--- config.mk ---
export PLATFORM = sky130hd
export DESIGN_NAME = utf8_validating_decoder
export DESIGN_NICKNAME = d
export VERILOG_FILES = /design/src/utf8d_pkg.sv /design/src/utf8_validating_decoder.sv /design/src/utf8d_step.sv
export SDC_FILE = /design/constraint.sdc
export NUM_CORES = 1
export LEC_CHECK = 0
export ABC_CLOCK_PERIOD_IN_PS = 7000
export BUFFER_PORTS_ARGS = -buffer_cell sky130_fd_sc_hd__buf_2
export CELL_PAD_IN_SITES_DETAIL_PLACEMENT = 2
export CELL_PAD_IN_SITES_GLOBAL_PLACEMENT = 2
export CORE_MARGIN = 1.5
export CORE_UTILIZATION = 32
export DETAILED_ROUTE_END_ITERATION = 6
export HOLD_SLACK_MARGIN = 0.02
export PLACE_DENSITY = 0.77
export REMOVE_ABC_BUFFERS = 1
export SYNTH_ARGS = -nofsm -noshare
export SYNTH_HDL_FRONTEND = slang
export SYNTH_HIERARCHICAL = 1
export SYNTH_SLANG_ARGS = --single-unit
--- constraint.sdc ---
create_clock -name i_clk -period 7 [get_ports i_clk]
set_input_delay 1.4 -clock i_clk [delete_from_list [all_inputs] [get_ports i_clk]]
set_output_delay 1.4 -clock i_clk [all_outputs]
set_load 0.02 [all_outputs]
--- src/utf8d_pkg.sv ---
`default_nettype none

package utf8d_pkg;

    localparam logic [20:0] REPL_CP       = 21'h00FFFD;
    localparam logic [20:0] SUPPLEMENT_CP = 21'h010000;
    localparam logic [15:0] HIGH_SURR     = 16'hD800;
    localparam logic [15:0] LOW_SURR      = 16'hDC00;

    // Allowed range of a continuation byte, and the narrowed second-byte bounds.
    localparam logic [7:0] CONT_LO   = 8'h80;
    localparam logic [7:0] CONT_HI   = 8'hBF;
    localparam logic [7:0] E0_LO     = 8'hA0;
    localparam logic [7:0] ED_HI     = 8'h9F;
    localparam logic [7:0] F0_LO     = 8'h90;
    localparam logic [7:0] F4_HI     = 8'h8F;
    localparam logic [7:0] LEAD_E0   = 8'hE0;
    localparam logic [7:0] LEAD_ED   = 8'hED;
    localparam logic [7:0] LEAD_F0   = 8'hF0;
    localparam logic [7:0] LEAD_F4   = 8'hF4;

    localparam logic [2:0] REPL_LEN  = 3'd3;

    typedef struct packed {
        logic [20:0] partial_value;
        logic [1:0]  bytes_remaining;
        logic [2:0]  bytes_seen;
        logic [7:0]  next_low_bound;
        logic [7:0]  next_high_bound;
    } t_state;

    localparam t_state IDLE_STATE = '{
        partial_value:   21'd0,
        bytes_remaining: 2'd0,
        bytes_seen:      3'd0,
        next_low_bound:  CONT_LO,
        next_high_bound: CONT_HI
    };

    typedef struct packed {
        logic [20:0] code_point;
        logic        replaced;
        logic [2:0]  units_consumed;
        logic [2:0]  utf8_length;
        logic [15:0] utf16_first;
        logic [15:0] utf16_second;
        logic [1:0]  utf16_count;
        logic        last_of_run;
    } t_result;

    // Builds one result with its UTF-8 length and UTF-16 form.
    function automatic t_result make_result(input logic [20:0] cp, input logic repl,
                                            input logic [2:0] units);
        logic [20:0] ofs;
        t_result     r;
        ofs              = cp - SUPPLEMENT_CP;
        r.code_point     = cp;
        r.replaced       = repl;
        r.units_consumed = units;
        if (repl) begin
            r.utf8_length = REPL_LEN;
        end else if (cp <= 21'h00007F) begin
            r.utf8_length = 3'd1;
        end else if (cp <= 21'h0007FF) begin
            r.utf8_length = 3'd2;
        end else if (cp <= 21'h00FFFF) begin
            r.utf8_length = 3'd3;
        end else begin
            r.utf8_length = 3'd4;
        end
        if (cp <= 21'h00FFFF) begin
            r.utf16_first  = cp[15:0];
            r.utf16_second = 16'd0;
            r.utf16_count  = 2'd1;
        end else begin
            r.utf16_first  = HIGH_SURR + {6'd0, ofs[19:10]};
            r.utf16_second = LOW_SURR + {6'd0, ofs[9:0]};
            r.utf16_count  = 2'd2;
        end
        r.last_of_run = 1'b1;
        return r;
    endfunction

endpackage

`default_nettype wire

--- src/utf8_validating_decoder.sv ---
`default_nettype none

// Channel   Direction  Data                       Side band
// s_axis    in         tdata: in_byte [7:0]       tlast: end_of_input
// m_axis    out        tdata: see port comment    tuser: replaced, tlast: last_of_run
//
// One byte is taken per cycle while s_axis_tready stays high. A byte lands in
// an input register, is decoded by the step logic and its results go into a
// two-slot result register, from which they are offered on m_axis. The output
// port moves one result per cycle while m_axis_tready is high; while a byte's
// two results are queued, a following byte with results waits. Reset
// (synchronous, active low) returns the decoder to the no-sequence state and
// empties both registers. A stall on the output side fills the result register
// and then the input register before s_axis_tready falls; nothing is dropped.
module utf8_validating_decoder
    import utf8d_pkg::*;
(
    input  wire logic        i_clk,
    input  wire logic        i_rst_n,

    input  wire logic        s_axis_tvalid,
    output logic             s_axis_tready,
    input  wire logic [7:0]  s_axis_tdata,   // in_byte [7:0]
    input  wire logic        s_axis_tlast,   // end_of_input

    output logic             m_axis_tvalid,
    input  wire logic        m_axis_tready,
    // code_point [20:0], units_consumed [23:21], utf8_length [26:24],
    // utf16_first [42:27], utf16_second [58:43], utf16_count [60:59], zero [63:61]
    output logic [63:0]      m_axis_tdata,
    output logic             m_axis_tuser,   // replaced
    output logic             m_axis_tlast    // last_of_run
);

    logic       r_in_valid;
    logic [7:0] r_in_byte;
    logic       r_in_last;
    t_state     r_state;
    logic [1:0] r_out_cnt;
    t_result    r_out0;
    t_result    r_out1;

    t_state     step_next;
    logic [1:0] step_count;
    t_result    step_res0;
    t_result    step_res1;
    logic       out_free;
    logic       consume;

    utf8d_step u_step (
        .i_state (r_state),
        .i_byte  (r_in_byte),
        .i_eoi   (r_in_last),
        .o_next  (step_next),
        .o_count (step_count),
        .o_res0  (step_res0),
        .o_res1  (step_res1)
    );

    // The result register can take new results when it is empty or its only
    // result leaves in this cycle. A byte with no result never waits.
    assign out_free      = (r_out_cnt == 2'd0) || (r_out_cnt == 2'd1 && m_axis_tready);
    assign consume       = r_in_valid && (step_count == 2'd0 || out_free);
    assign s_axis_tready = !r_in_valid || consume;

    always_ff @(posedge i_clk) begin
        if (!i_rst_n) begin
            r_in_valid <= 1'b0;
        end else if (s_axis_tready) begin
            r_in_valid <= s_axis_tvalid;
        end
        if (s_axis_tready && s_axis_tvalid) begin
            r_in_byte <= s_axis_tdata;
            r_in_last <= s_axis_tlast;
        end
    end

    always_ff @(posedge i_clk) begin
        if (!i_rst_n) begin
            r_state <= IDLE_STATE;
        end else if (consume) begin
            r_state <= step_next;
        end
    end

    always_ff @(posedge i_clk) begin
        if (!i_rst_n) begin
            r_out_cnt <= 2'd0;
        end else if (consume && step_count != 2'd0) begin
            r_out_cnt <= step_count;
        end else if (m_axis_tvalid && m_axis_tready) begin
            r_out_cnt <= (r_out_cnt == 2'd2) ? 2'd1 : 2'd0;
        end
        if (consume && step_count != 2'd0) begin
            r_out0 <= step_res0;
            r_out1 <= step_res1;
        end else if (m_axis_tvalid && m_axis_tready && r_out_cnt == 2'd2) begin
            r_out0 <= r_out1;
        end
    end

    assign m_axis_tvalid = (r_out_cnt != 2'd0);
    assign m_axis_tdata  = {3'd0, r_out0.utf16_count, r_out0.utf16_second,
                            r_out0.utf16_first, r_out0.utf8_length,
                            r_out0.units_consumed, r_out0.code_point};
    assign m_axis_tuser  = r_out0.replaced;
    assign m_axis_tlast  = r_out0.last_of_run;

    // The first of two queued results never closes its byte's run.
    a_pair_order: assert property (@(posedge i_clk) disable iff (!i_rst_n)
        r_out_cnt == 2'd2 |-> !r_out0.last_of_run)
        else $error("first of two results marked last_of_run");

    // A pending sequence always has its lead byte counted.
    a_seen_lead: assert property (@(posedge i_clk) disable iff (!i_rst_n)
        r_state.bytes_remaining != 2'd0 |-> r_state.bytes_seen != 3'd0)
        else $error("pending sequence without lead byte");

    // Results of a decoded byte all land in the result register.
    a_load_count: assert property (@(posedge i_clk) disable iff (!i_rst_n)
        consume && step_count != 2'd0 |=> r_out_cnt == $past(step_count))
        else $error("result register count mismatch after load");

    // A held byte stays put until it is decoded.
    a_in_hold: assert property (@(posedge i_clk) disable iff (!i_rst_n)
        r_in_valid && !consume |=> r_in_valid && $stable(r_in_byte))
        else $error("held input byte lost or changed");

endmodule

`default_nettype wire

--- src/utf8d_step.sv ---
`default_nettype none

// Decode of one byte against the current sequence state: next state and up
// to two results, in order.
module utf8d_step
    import utf8d_pkg::*;
(
    input  wire t_state      i_state,
    input  wire logic [7:0]  i_byte,
    input  wire logic        i_eoi,
    output t_state           o_next,
    output logic [1:0]       o_count,
    output t_result          o_res0,
    output t_result          o_res1
);

    t_result     res [2];
    logic [1:0]  cnt;
    t_state      nxt;
    logic        in_range;
    logic [20:0] grown;
    logic [1:0]  rem_dec;

    always_comb begin
        in_range = (i_byte >= i_state.next_low_bound) && (i_byte <= i_state.next_high_bound);
        grown    = {i_state.partial_value[14:0], i_byte[5:0]};
        rem_dec  = i_state.bytes_remaining - 2'd1;
        res[0]   = make_result(REPL_CP, 1'b1, 3'd1);
        res[1]   = make_result(REPL_CP, 1'b1, 3'd1);
        cnt      = 2'd0;
        nxt      = i_state;

        if (i_state.bytes_remaining != 2'd0 && in_range) begin
            nxt.partial_value   = grown;
            nxt.bytes_seen      = i_state.bytes_seen + 3'd1;
            nxt.bytes_remaining = rem_dec;
            nxt.next_low_bound  = CONT_LO;
            nxt.next_high_bound = CONT_HI;
            if (rem_dec == 2'd0) begin
                res[0] = make_result(grown, 1'b0, i_state.bytes_seen + 3'd1);
                cnt    = 2'd1;
                nxt    = IDLE_STATE;
            end
        end else begin
            // A broken sequence is closed first; the byte then starts afresh.
            if (i_state.bytes_remaining != 2'd0) begin
                res[0]             = make_result(REPL_CP, 1'b1, i_state.bytes_seen);
                res[0].last_of_run = 1'b0;
                cnt                = 2'd1;
            end
            nxt = IDLE_STATE;
            if (i_byte <= 8'h7F) begin
                res[cnt[0]] = make_result({13'd0, i_byte}, 1'b0, 3'd1);
                cnt         = cnt + 2'd1;
            end else if (i_byte inside {[8'hC2:8'hDF]}) begin
                nxt.partial_value   = {16'd0, i_byte[4:0]};
                nxt.bytes_remaining = 2'd1;
                nxt.bytes_seen      = 3'd1;
            end else if (i_byte inside {[8'hE0:8'hEF]}) begin
                nxt.partial_value   = {17'd0, i_byte[3:0]};
                nxt.bytes_remaining = 2'd2;
                nxt.bytes_seen      = 3'd1;
                nxt.next_low_bound  = (i_byte == LEAD_E0) ? E0_LO : CONT_LO;
                nxt.next_high_bound = (i_byte == LEAD_ED) ? ED_HI : CONT_HI;
            end else if (i_byte inside {[8'hF0:8'hF4]}) begin
                nxt.partial_value   = {18'd0, i_byte[2:0]};
                nxt.bytes_remaining = 2'd3;
                nxt.bytes_seen      = 3'd1;
                nxt.next_low_bound  = (i_byte == LEAD_F0) ? F0_LO : CONT_LO;
                nxt.next_high_bound = (i_byte == LEAD_F4) ? F4_HI : CONT_HI;
            end else begin
                res[cnt[0]] = make_result(REPL_CP, 1'b1, 3'd1);
                cnt         = cnt + 2'd1;
            end
        end

        // A sequence cut off by the end of the buffer is replaced as a whole.
        if (i_eoi && nxt.bytes_remaining != 2'd0) begin
            if (cnt != 2'd0) begin
                res[0].last_of_run = 1'b0;
            end
            res[cnt[0]] = make_result(REPL_CP, 1'b1, nxt.bytes_seen);
            cnt         = cnt + 2'd1;
        end
        if (i_eoi) begin
            nxt = IDLE_STATE;
        end

        o_next  = nxt;
        o_count = cnt;
        o_res0  = res[0];
        o_res1  = res[1];
    end

endmodule

`default_nettype wire

* Word-level counts from Yosys, hierarchy flattened
Index checks and enable logic that the tools add are counted.
** Operators by class
- Add/sub/neg operators :: 7
- Mux-type cells :: 55
- Reductions and logical operators :: 28
- Equality and inequality tests :: 6
- Order comparisons :: 17
- Bitwise operators :: 5
** Operators with widths (number)
- $mux W126 :: 5
- $mux W63 :: 8
- $bwmux W126 :: 2
- $mux W36 :: 4
- $mux W34 :: 4
- $demux W63 S1 :: 2
- $or A72 B72 Y72 :: 1
- $and A54 B54 Y54 :: 1
- $not A54 Y54 :: 1
- $mux W41 :: 1
- $add A15 B11 Y16 const A :: 2
- $eq A8 B8 Y1 const B :: 4
- $mux W25 :: 1
- $ge A8 B8 Y1 const B :: 3
- $le A8 B8 Y1 const B :: 3
- $mux W24 :: 1
- $le A21 B11 Y1 const B :: 1
- $le A21 B16 Y1 const B :: 1
- $le A21 B7 Y1 const B :: 1
- $mux W2 :: 10
- $sub A20 B17 Y20 const B :: 1
- $mux W3 :: 6
- $mux W6 :: 3
- $le A8 B7 Y1 const B :: 2
- other kinds (19) :: 50
** Storage, ports and cells
- Word-level logic and storage cells :: 143
- Register bits after elaboration :: 174
- Input bits :: 13
- Output and inout bits :: 68

* Logic depth before layout (Yosys ltp)
Gate-level depths: netlist of the first run.
- Word-level depth :: 21
- Mapped depth :: 17
- Mapped depth without buffers :: 12

* Hierarchy
Netlist of the first run, hierarchy kept.
** By module, submodules not included
- utf8_validating_decoder :: sequential area each 4954.8 um^2, cells an instance 413, area each 6713.9 um^2, instances 1
- utf8d_step :: sequential area each 0.0 um^2, cells an instance 367, area each 2418.6 um^2, instances 1

* Worst setup path after synthesis of the first run
Ideal clock, no wire load.
- Path type :: reg-to-reg
- Start point :: register r_in_byte[2]
- End point :: register r_out0, in the netlist m_axis_tdata[0], enable pin
- Period minus slack after synthesis :: 5.607 ns
- Cell stages (with the launch flop) :: 14
- Setup time :: 0.431 ns
- Buffers on the path :: 4
- Data required time :: 6.569 ns
- Arrival :: 5.176 ns
- Path slack :: 1.393 ns
- Cell sequence :: edfxtp_1 -> ha_1 -> and3_1 -> o21ai_0 -> a311oi_1 -> o221a_2 -> buf_2 -> buf_4 -> buf_2 -> o21ai_0 -> nor2_1 -> nor4b_4 -> buf_2 -> nand2b_1
** On the way
- Word-level cells in the longest chain between the ends :: 15
- Elaborated cells on any way between the ends :: 34
- Those cells by class :: 1 x add/sub; 9 x order compare; 11 x mux; 13 x reduce/logical
** RTL lines
- start, declared :: RTL line utf8_validating_decoder.sv:36 : logic [7:0] r_in_byte;
- start signal, assigned :: RTL line utf8_validating_decoder.sv:73 : r_in_byte <= s_axis_tdata;
- parallel branches: the longest is 9 deep, another holds $ge A8 B8 Y1
- $mux W2 (*) :: RTL line utf8d_step.sv:78 : if (i_eoi && nxt.bytes_remaining != 2'd0) begin
- via step_count[0] :: RTL line utf8_validating_decoder.sv:44 : logic [1:0] step_count;
- $logic_not A2 Y1 :: RTL line utf8_validating_decoder.sv:63 : assign consume = r_in_valid && (step_count == 2'd0 || out_free);
- $logic_or A1 B1 Y1 :: RTL line utf8_validating_decoder.sv:63
- $logic_and A1 B1 Y1 :: RTL line utf8_validating_decoder.sv:63
- $logic_and A1 B1 Y1 (*) :: RTL line utf8_validating_decoder.sv:94 : if (consume && step_count != 2'd0) begin
- $reduce_bool A2 Y1 (no source line) (*)
- end signal, assigned :: RTL line utf8_validating_decoder.sv:95 : r_out0 <= step_res0;
- end signal, assigned :: RTL line utf8_validating_decoder.sv:98 : r_out0 <= r_out1;
- end, declared :: RTL line utf8_validating_decoder.sv:40 : t_result r_out0;
Mark *: on every way through the listed nets, which the timed path passes.
A chain may end at the register's enable or synchronous reset.

* Worst setup path after layout of the first run
- Start point :: register r_in_byte[5]
- End point :: output s_axis_tready
** On the way
- Word-level cells in the longest chain between the ends :: 14
- Elaborated cells on any way between the ends :: 32
- Those cells by class :: 1 x add/sub; 9 x order compare; 11 x mux; 11 x reduce/logical
** RTL lines
- parallel branches: the longest is 9 deep, another holds $ge A8 B8 Y1
- $mux W2 (*) :: RTL line utf8d_step.sv:78
- via step_count[0] :: RTL line utf8_validating_decoder.sv:44
- $logic_not A2 Y1 (*) :: RTL line utf8_validating_decoder.sv:63
- $logic_or A1 B1 Y1 (*) :: RTL line utf8_validating_decoder.sv:63
- $logic_and A1 B1 Y1 (*) :: RTL line utf8_validating_decoder.sv:63
- $logic_or A1 B1 Y1 (*) :: RTL line utf8_validating_decoder.sv:64 : assign s_axis_tready = !r_in_valid || consume;
- end, declared :: RTL line utf8_validating_decoder.sv:22 : output logic s_axis_tready,
Marks and branches as above.

==> results of run 1 <==
[worst min path at each step]
stage | startpoint | end | slack (ns) | cells past startpoint
floorplan | r_state[10]$_SDFFE_PN0P_ | r_state[10]$_SDFFE_PN0P_ | 0.43 | 2
global placement | r_state[13]$_SDFFE_PN0P_ | r_state[13]$_SDFFE_PN0P_ | 0.44 | 2
detailed placement | r_state[6]$_SDFFE_PN0P_ | r_state[6]$_SDFFE_PN0P_ | 0.46 | 2
CTS | r_state[6]$_SDFFE_PN0P_ | r_state[6]$_SDFFE_PN0P_ | 0.47 | 2
global route | r_state[9]$_SDFFE_PN0P_ | r_state[9]$_SDFFE_PN0P_ | 0.49 | 2
finish | r_state[6]$_SDFFE_PN0P_ | r_state[6]$_SDFFE_PN0P_ | 0.46 | 2
[final cells by class]
type                            count  share of cell area, %
Sequential cell                   174                   49.9
Multi-Input combinational cell    470                   33.8
Tap cell                          372                   4.80
Timing Repair Buffer               83                   4.44
Clock buffer                       17                   4.39
Clock inverter                     14                   1.46
Inverter                           33                   1.28
[worst min-delay path, cell delays in order (launching register included)]
cell and delay, ns:
sky130_fd_sc_hd__dfxtp_1 0.31, sky130_fd_sc_hd__nand2_1 0.05, sky130_fd_sc_hd__mux2i_1 0.05
[per-layer routing]
layer	wire, um	track usage (%)
met5	0	0
met4	246	4.46
met3	752	3.38
met2	11700	29.3
met1	9520	18.8
[layout by cell type (no fill, tap or decap), types with 33 or more instances in the layout]
master and instances:
sky130_fd_sc_hd__nand2_1 92, sky130_fd_sc_hd__inv_1 33, sky130_fd_sc_hd__buf_2 77, sky130_fd_sc_hd__dfxtp_1 39
sky130_fd_sc_hd__mux2i_1 42, sky130_fd_sc_hd__edfxtp_1 135, sky130_fd_sc_hd__nor2_1 33, sky130_fd_sc_hd__mux2_1 50
sky130_fd_sc_hd__conb_1 44
[state kept, by name, indices dropped and copies added, names as in the netlist]
register	flops
m_axis_tdata	61
m_axis_tlast	1
m_axis_tuser	1
r_in_byte	8
r_in_last	1
r_in_valid	1
r_out1	63
r_out_cnt	2
r_state	36
[report_power, final]
group	switching (uW)	internal, uW
sequential	23.0	1160
clock	431	525
combinational	143	75.3
[per-stage QoR]
stage	utilization (%)	hold WS, ns	instances	total power [uW]	TNS, ns
floorplan	-	0.435	677	1350	-102.51
global placement	33.7	0.445	1132	1410	0
detailed placement	33.7	0.455	1132	1430	0
CTS	35.8	0.465	1163	2380	0
global route	35.8	0.492	1163	2440	0
finish	35.8	0.461	1163	2360	0
==> summary.log, run 1 <==
qor: global_routing.grt_pass1_wl 34.5 mm
qor: clock_network.cts_resized 0
qor: clock_network.ctsHoldBuffers 0
qor: clock_network.postCtsSetupBuffers 0
qor: worst_setup_path.arrival 3.47 ns
qor: worst_setup_path.worst_setup_path_endpoint s_axis_tready
qor: final_layout.flow.area_growth_from_synthesis 9.31%
qor: worst_setup_path.timing_startpoint_of_the_critical_path r_in_byte[5]$_DFFE_PP_
qor: floorplanning.core_area 27,100 um2
qor: timing.slew_violations 0
qor: worst_setup_path.crit_slowest_cell sky130_fd_sc_hd__edfxtp_1
qor: worst_setup_path.crit_path_start_kind flip-flop
qor: timing.max_freq 205 MHz
qor: detailed_routing.dr.first_iter.drc_count 302
qor: timing.timing_hold_violations_final 0
qor: final_layout.post_route_cells_drive_above_1_share 18.6%
qor: clock_network.cts_inserted_buffers 17
qor: clock_network.cts_max_path_buffers 2
qor: power.peakVddDrop 0.115 mV
qor: timing.fin_worst_skew 0.0167 ns
qor: worst_setup_path.timing_worst_setup_path_type flip-flop to output port
qor: placed_design.placed_inst_area 9130 um2
qor: worst_setup_path.setup.worst_path.end_class output port
qor: logic_synthesis.synth_cells 750
qor: floorplanning.die_area 28,700 um2
qor: logic_synthesis.syn_avg_cell_area 11.8 um2
qor: logic_synthesis.yosys_warnings 6
qor: detailed_routing.vias 5,495
qor: timing.fin_crit_sh 69.5%
qor: global_routing.grt_start_max_net_pins 64
qor: worst_setup_path.crit_fanout 13
qor: clock_network.clk-insertion-delay-late 0.44 ns
qor: global_routing.antenna_violations_before_repair 0
qor: run.max_cap_viol_count 0
qor: worst_setup_path.worst_path_required_time 5.60 ns
qor: worst_setup_path.timing.critical_path.depth 10
qor: floorplanning.floorplan.die.width 169 um
qor: clock_network.clkSlewWorstSetupHoldPaths 0.07 ns
qor: clock_network.tritoncts built
qor: timing.final.setup.worst_slack 2.13 ns
qor: timing.grt_setup_unrepaired no
qor: power.pwr_density_cell 243 nW/um2
qor: final_layout.nNetsFinal 814
qor: worst_setup_path.crit_buf_inv 1
qor: final_layout.filler_cell_count 2,866
qor: global_routing.overflow 0
qor: detailed_routing.drt_drc 0
qor: placed_design.pre_cts_ws 2.29 ns
qor: worst_setup_path.critical_path.cell_chain nand4_1 > or3b_1 > ha_1 > nand2_1 > mux2i_1 > nor2_1 > xor2_1 > o21ai_0 > o221ai_1 > buf_2
qor: worst_setup_path.r2r_end m_axis_tdata[44]$_DFFE_PP_
qor: final_layout.register_area 4830 um2
qor: floorplanning.floorplan_die_height 169 um
qor: worst_setup_path.timing.reg2reg.worst_path_depth 12
qor: placed_design.dp_hpwl 14.8 mm
qor: final_layout.n_antenna_cell 0
qor: global_routing.first_global_vias 6,029
qor: worst_setup_path.slowest_stage_delay_cp 0.67 ns
qor: placed_design.io_buffers 77
qor: status.outcome finished clean
qor: timing.setup-violations-final 0
qor: clock_network.root_buf_cell sky130_fd_sc_hd__clkbuf_16
qor: worst_setup_path.ff2ff_setup_slack 2.30 ns
qor: final_layout.multi_input_comb_area 3270 um2
qor: global_routing.global_route.usage.total 16.0%
qor: final_layout.postLayoutCellArea 9700 um2
qor: timing.fin_crit 4.87 ns
qor: power.leakage 0.00335 uW
qor: floorplanning.num_rows 60
qor: logic_synthesis.post_syn_area 8870 um2
qor: timing.actual_transition_at_the_worst_max_transition_pin 0.944 ns
qor: detailed_routing.routed_wire_length_per_instance 19.1 um
qor: floorplanning.io_pins 81
qor: clock_network.cts_num_sinks 174
qor: detailed_routing.wl 22.2 mm
qor: worst_setup_path.crit_family simple AND/OR/NAND/NOR gates
qor: detailed_routing.drt_pre_antenna_iters 4
qor: detailed_routing.route.detailed.vias_per_inst 4.72
qor: floorplanning.start_util 32.7%
qor: timing.timing.max_slew.rel_slack 37.1%
qor: hold_path.hold_path.class flip-flop to flip-flop
qor: clock_network.cts.htree.levels 4
qor: placed_design.globalplace.congestion 0.758
qor: detailed_routing.route.antenna.remaining_nets 0
qor: worst_setup_path.rr_startpoint r_in_byte[5]$_DFFE_PP_
Power figures use the tool's default switching activity.
==> run 2: changes to the inputs <==
Settings changed: ABC_CLOCK_PERIOD_IN_PS 7000 to 4550.
Clock period 7 ns to 4.55 ns, I/O delays scaled along.
==> run 2 against run 1 <==
  * Count of clock-buffer cells in the layout increased by 1
  * First-iteration DRC count unchanged
  * Utilization increased by 0.50 points
  * Via count about the same
  * Critical endpoint unchanged
  * Global-route usage increased by 0.059 points
  * Design area increased by 1.4%
  * Largest cell class unchanged
  * Combinational power increased by 67%
  * Die area unchanged
  * Register-to-register slack got worse by 1.8 ns
  * Hold slack about the same
  * Sequential power increased by 53%
  * Wire length increased by 0.15%
==> summary.log, run 2 (synthesis gave the netlist of run 1 again) <==
qor: detailed_routing.vias 5,500
qor: clock_network.cts_inserted_buffers 17
qor: power.power_frac_clock 40.3%
qor: floorplanning.core_area 27,100 um2
qor: clock_network.cts_resized 0
qor: power.power_switching 920 uW
qor: power.p_int 2720 uW
qor: worst_setup_path.crit_path_start_kind flip-flop
qor: detailed_routing.routed_wire_length_per_instance 19.0 um
qor: detailed_routing.drt_pre_antenna_iters 4
qor: floorplanning.floorplan_die_height 169 um
qor: timing.final.setup.worst_slack 0.399 ns
qor: worst_setup_path.timing_startpoint_of_the_critical_path r_in_byte[3]$_DFFE_PP_
qor: power.peakVddDrop 0.242 mV
qor: global_routing.first_global_vias 6,056
qor: global_routing.grt_start_max_net_pins 64
qor: worst_setup_path.r2r_end m_axis_tdata[1]$_DFFE_PP_
qor: worst_setup_path.timing.reg2reg.worst_path_depth 11
qor: detailed_routing.route.antenna.remaining_nets 0
qor: clock_network.clk-insertion-delay-late 0.44 ns
qor: final_layout.postLayoutCellArea 9830 um2
qor: clock_network.cts.htree.levels 4
qor: final_layout.nNetsFinal 825
qor: clock_network.cts_num_sinks 174
qor: status.outcome finished clean
qor: global_routing.antenna_violations_before_repair 0
qor: worst_setup_path.rr_startpoint r_in_byte[3]$_DFFE_PP_
qor: floorplanning.num_rows 60
qor: run.max_cap_viol_count 0
qor: worst_setup_path.worst_path_required_time 3.64 ns
qor: final_layout.post_route_cells_drive_above_1_share 19.8%
qor: detailed_routing.dr.first_iter.drc_count 302
qor: timing.setup-violations-final 0
qor: floorplanning.io_pins 81
qor: final_layout.stdcell_count 1,174
qor: hold_path.hold_path.class flip-flop to flip-flop
qor: power.comb_power_share 10.0%
qor: worst_setup_path.ff2ff_setup_slack 0.52 ns
qor: floorplanning.floorplan.die.width 169 um
qor: worst_setup_path.crit_fanout 12
qor: worst_setup_path.arrival 3.24 ns
qor: timing.actual_transition_at_the_worst_max_transition_pin 0.951 ns
qor: placed_design.pre_cts_ws 0.488 ns
qor: timing.slew_violations 0
qor: detailed_routing.route.detailed.vias_per_inst 4.68
qor: final_layout.number_of_flip_flops_under_the_largest_register_name 63
qor: global_routing.overflow 0
qor: final_layout.regMostFlops r_out1
qor: floorplanning.die_area 28,700 um2
qor: worst_setup_path.worst_setup_path_endpoint s_axis_tready
qor: worst_setup_path.setup.worst_path.end_class output port
qor: timing.timing_hold_violations_final 0
qor: placed_design.placed_inst_area 9260 um2
qor: placed_design.globalplace.congestion 0.768
qor: clock_network.clkSlewWorstSetupHoldPaths 0.07 ns
qor: detailed_routing.drt_drc 0
qor: final_layout.flow.area_growth_from_synthesis 10.8%
qor: timing.fin_crit 4.15 ns
qor: power.switching_share 25.2%
qor: worst_setup_path.timing_worst_setup_path_type flip-flop to output port
qor: power.seqPwrFrac 49.7%
qor: placed_design.dp_hpwl 14.5 mm
qor: detailed_routing.wl 22.3 mm
qor: clock_network.ctsHoldBuffers 0
qor: clock_network.root_buf_cell sky130_fd_sc_hd__clkbuf_16
qor: timing.timing.max_slew.rel_slack 36.6%
qor: global_routing.global_route.usage.total 16.1%
qor: timing.fin_crit_sh 91.2%
qor: global_routing.grt_pass1_wl 34.9 mm
qor: clock_network.tritoncts built
qor: power.leakage 0.00342 uW
qor: timing.grt_setup_unrepaired no
qor: final_layout.n_antenna_cell 0
qor: clock_network.cts_max_path_buffers 2
qor: floorplanning.start_util 32.7%
qor: placed_design.io_buffers 77
qor: timing.timing.hold.ws 0.461 ns
qor: placed_design.dpl.cell_count 1,143
qor: timing.fin_worst_skew 0.0129 ns
qor: final_layout.commonest_cells_after_routing_fill_and_taps_aside sky130_fd_sc_hd__edfxtp_1 (135), sky130_fd_sc_hd__nand2_1 (92), sky130_fd_sc_hd__buf_2 (77)
qor: power.pwr_density_cell 371 nW/um2
qor: timing.max_freq 241 MHz
qor: final_layout.most_common_cell_after_layout_fill_and_taps_aside sky130_fd_sc_hd__edfxtp_1
qor: clock_network.postCtsSetupBuffers 0
run 2: changes by cell type in the layout (fill, tap and decap cells not counted), sizes merged:
cell / previous run / this run
buf: 83 / 94
clkbuf: 17 / 18
clkinvlp: 2 / 3
inv: 37 / 35
run 2: power by group through the flow:
stage / clock network, uW / registers (uW) / logic [uW]
2_1_floorplan: 0 / 1880 / 199
3_3_place_gp: 0 / 1850 / 348
4_1_cts: 1500 / 1810 / 368
6_report: 1470 / 1810 / 363
3_5_place_dp: 0 / 1850 / 363
5_1_grt: 1570 / 1820 / 396
run 2: metal layers:
metal | up-vias | track usage (%) | wire length (um)
li1 | 2590 | - | -
met1 | 2809 | 19.9 | 9760
met2 | 87 | 28.7 | 11600
met3 | 14 | 3.13 | 663
met4 | 0 | 4.04 | 224
met5 | - | 0 | 0
run 2: final cells by class:
cell class                 instances  area, um2
fill                            2867      17300
sequential                       174       4830
multi-input combinational        470       3270
timing repair buffer              94        563
tap                              372        465
clock buffer                      18        429
clock inverter                    13        141
inverter                          33        124
run 2: worst min-delay path by stage:
stage | start | endpoint | slack (ns) | depth (start not counted)
finish | r_state[14]$_SDFFE_PN0P_ | r_state[14]$_SDFFE_PN0P_ | 0.46 | 2
global route | r_state[20]$_SDFFE_PN0P_ | r_state[20]$_SDFFE_PN0P_ | 0.49 | 2
global placement | r_state[12]$_SDFFE_PN0P_ | r_state[12]$_SDFFE_PN0P_ | 0.44 | 2
detailed placement | r_state[12]$_SDFFE_PN0P_ | r_state[12]$_SDFFE_PN0P_ | 0.46 | 2
CTS | r_state[14]$_SDFFE_PN0P_ | r_state[14]$_SDFFE_PN0P_ | 0.47 | 2
floorplan | r_state[10]$_SDFFE_PN0P_ | r_state[10]$_SDFFE_PN0P_ | 0.43 | 2
run 2: metrics by stage:
| stage | TNS, ns | power (uW) | utilization (%) |
|---|---|---|---|
| finish | 0 | 3650 | 36.3 |
| global route | 0 | 3780 | 36.3 |
| CTS | 0 | 3680 | 36.3 |
| detailed placement | 0 | 2210 | 34.2 |
| global placement | 0 | 2190 | 34.2 |
| floorplan | -558.47 | 2080 | - |
run 2: critical path: stages, from the launching register on:
cell	delay [ns]
sky130_fd_sc_hd__edfxtp_1	0.59
sky130_fd_sc_hd__or4_4	0.63
sky130_fd_sc_hd__o2111ai_4	0.32
sky130_fd_sc_hd__mux2i_1	0.32
sky130_fd_sc_hd__nor2_1	0.08
sky130_fd_sc_hd__xor2_1	0.14
sky130_fd_sc_hd__o21ai_0	0.30
sky130_fd_sc_hd__o221ai_1	0.21
sky130_fd_sc_hd__buf_2	0.21
==> run 3: changes to the inputs <==
Settings changed: RECOVER_POWER set to 100.
==> run 3 against run 2 <==
  * Non-clock buffer count unchanged
  * Design area decreased by 1.1%
  * Register-to-register slack got worse by 0.19 ns
  * Flip-flop and latch count unchanged
  * Die area unchanged
  * Wire length about the same
  * Clock skew decreased by 0.0042 ns
  * Critical path depth increased by 2
  * Worst setup slack got worse by 0.070 ns
  * Total power decreased by 0.24%
==> summary.log, run 3 (synthesis gave the netlist of run 1 again) <==
qor: clock_network.clk-insertion-delay-late 0.44 ns
qor: worst_setup_path.timing_worst_setup_path_type flip-flop to flip-flop
qor: clock_network.cts_resized 0
qor: worst_setup_path.crit_path_start_kind flip-flop
qor: placed_design.placed_inst_area 9260 um2
qor: global_routing.first_global_vias 6,056
qor: worst_setup_path.worst_path_required_time 4.61 ns
qor: power.peakVddDrop 0.242 mV
qor: timing.fin_worst_skew 0.00867 ns
qor: final_layout.flow.area_growth_from_synthesis 9.58%
qor: floorplanning.num_rows 60
qor: clock_network.postCtsSetupBuffers 0
qor: clock_network.root_buf_cell sky130_fd_sc_hd__clkbuf_16
qor: global_routing.overflow 0
qor: floorplanning.die_area 28,700 um2
qor: hold_path.hold_depth 2
qor: worst_setup_path.timing.reg2reg.worst_path_depth 10
qor: floorplanning.core_area 27,100 um2
qor: detailed_routing.drt_pre_antenna_iters 4
qor: final_layout.nNetsFinal 825
qor: worst_setup_path.setup.worst_path.end_class flip-flop
qor: detailed_routing.drt_drc 0
qor: placed_design.globalplace.congestion 0.768
qor: timing.actual_transition_at_the_worst_max_transition_pin 1.33 ns
qor: timing.timing.max_slew.rel_slack 11.6%
qor: placed_design.dp_hpwl 14.5 mm
qor: floorplanning.floorplan.die.width 169 um
qor: power.pwr_density_cell 374 nW/um2
qor: timing.max_freq 237 MHz
qor: floorplanning.floorplan_die_height 169 um
qor: clock_network.cts_num_sinks 174
qor: global_routing.grt_start_max_net_pins 64
qor: detailed_routing.wl 22.2 mm
qor: detailed_routing.route.detailed.vias_per_inst 4.68
qor: final_layout.postLayoutCellArea 9720 um2
qor: final_layout.post_route_cells_drive_above_1_share 11.2%
qor: final_layout.most_common_cell_after_layout_fill_and_taps_aside sky130_fd_sc_hd__edfxtp_1
qor: final_layout.commonest_cells_after_routing_fill_and_taps_aside sky130_fd_sc_hd__edfxtp_1 (135), sky130_fd_sc_hd__nand2_1 (92), sky130_fd_sc_hd__clkbuf_1 (68)
qor: timing.fin_crit_sh 92.8%
qor: placed_design.dpl.cell_count 1,143
qor: global_routing.grt_pass1_wl 34.9 mm
qor: status.outcome finished clean
qor: detailed_routing.dr.first_iter.drc_count 306
qor: final_layout.stdcell_count 1,174
qor: global_routing.antenna_violations_before_repair 0
qor: final_layout.number_of_flip_flops_under_the_largest_register_name 63
qor: power.leakage 0.00325 uW
qor: final_layout.final_util 35.9%
qor: clock_network.cts.htree.levels 4
qor: floorplanning.start_util 32.7%
qor: timing.setup-violations-final 0
qor: clock_network.cts_max_path_buffers 2
qor: detailed_routing.route.antenna.remaining_nets 0
qor: detailed_routing.vias 5,492
qor: hold_path.hold_path.class flip-flop to flip-flop
qor: timing.slew_violations 0
qor: clock_network.tritoncts built
qor: worst_setup_path.crit_fanout 32
qor: worst_setup_path.arrival 4.28 ns
qor: timing.grt_setup_unrepaired no
qor: timing.fin_crit 4.22 ns
qor: detailed_routing.routed_wire_length_per_instance 18.9 um
qor: run.max_cap_viol_count 0
qor: clock_network.cts_inserted_buffers 17
qor: final_layout.n_antenna_cell 0
qor: clock_network.ctsHoldBuffers 0
qor: final_layout.regMostFlops r_out1
qor: global_routing.global_route.usage.total 16.1%
qor: clock_network.clkSlewWorstSetupHoldPaths 0.07 ns
qor: timing.timing_hold_violations_final 0
qor: placed_design.io_buffers 77
qor: floorplanning.io_pins 81
qor: timing.timing.hold.ws 0.460 ns
==> run 3: cell types whose count changed in the layout (fill, tap and decap cells not counted), sizes merged <==
cell / before / now
clkbuf: 18 / 89
buf: 94 / 23
==> run 3: worst paths after layout <==
check	to	slack, ns	from
max	m_axis_tdata[50]$_DFFE_PP_	0.33	r_in_byte[3]$_DFFE_PP_
min	r_state[14]$_SDFFE_PN0P_	0.46	r_state[14]$_SDFFE_PN0P_
max reg2reg	m_axis_tdata[50]$_DFFE_PP_	0.33	r_in_byte[3]$_DFFE_PP_
min reg2reg	r_state[14]$_SDFFE_PN0P_	0.46	r_state[14]$_SDFFE_PN0P_
==> run 3: report_power, final <==
group | total (uW) | switching [uW] | leakage [uW] | internal (uW)
combinational | 353 | 231 | 0.00157 | 122
clock | 1470 | 661 | 0.000269 | 809
sequential | 1810 | 28.4 | 0.00141 | 1790
==> run 3: layer usage <==
metal  up-vias  GRT usage [%]  part of all wire, %
met5         -              0                    0
met4         0           4.04                 0.99
met3        16           3.13                  3.6
met2        89           28.7                   52
met1      2797           19.9                   43
li1       2590              -                    -
==> run 3: critical path, cell delays in order, from the launching register on <==
cell and delay [ns]:
sky130_fd_sc_hd__edfxtp_1 0.59, sky130_fd_sc_hd__or4_1 0.66, sky130_fd_sc_hd__o2111ai_4 0.33, sky130_fd_sc_hd__mux2i_1 0.32, sky130_fd_sc_hd__nor2_1 0.08, sky130_fd_sc_hd__xor2_1 0.14, sky130_fd_sc_hd__o21ai_0 0.30, sky130_fd_sc_hd__nor2_1 0.15
sky130_fd_sc_hd__nor4b_4 0.30, sky130_fd_sc_hd__nand2b_2 0.19, sky130_fd_sc_hd__clkbuf_2 0.73
==> run 3: layout make-up <==
cell class                 instances  area, um2
inverter                          33        124
tap                              372        465
fill                            2910      17400
sequential                       174       4830
timing repair buffer              94        454
clock inverter                    13        141
clock buffer                      18        429
multi-input combinational        470       3270
==> run 3: per-stage QoR <==
step           worst slack, ns  power, uW  setup TNS (ns)
2_1_floorplan            -4.02       2080         -558.47
3_3_place_gp             0.674       2190               0
3_5_place_dp             0.488       2210               0
4_1_cts                  0.361       3680               0
5_1_grt                 0.0879       3780               0
6_report                 0.329       3640               0
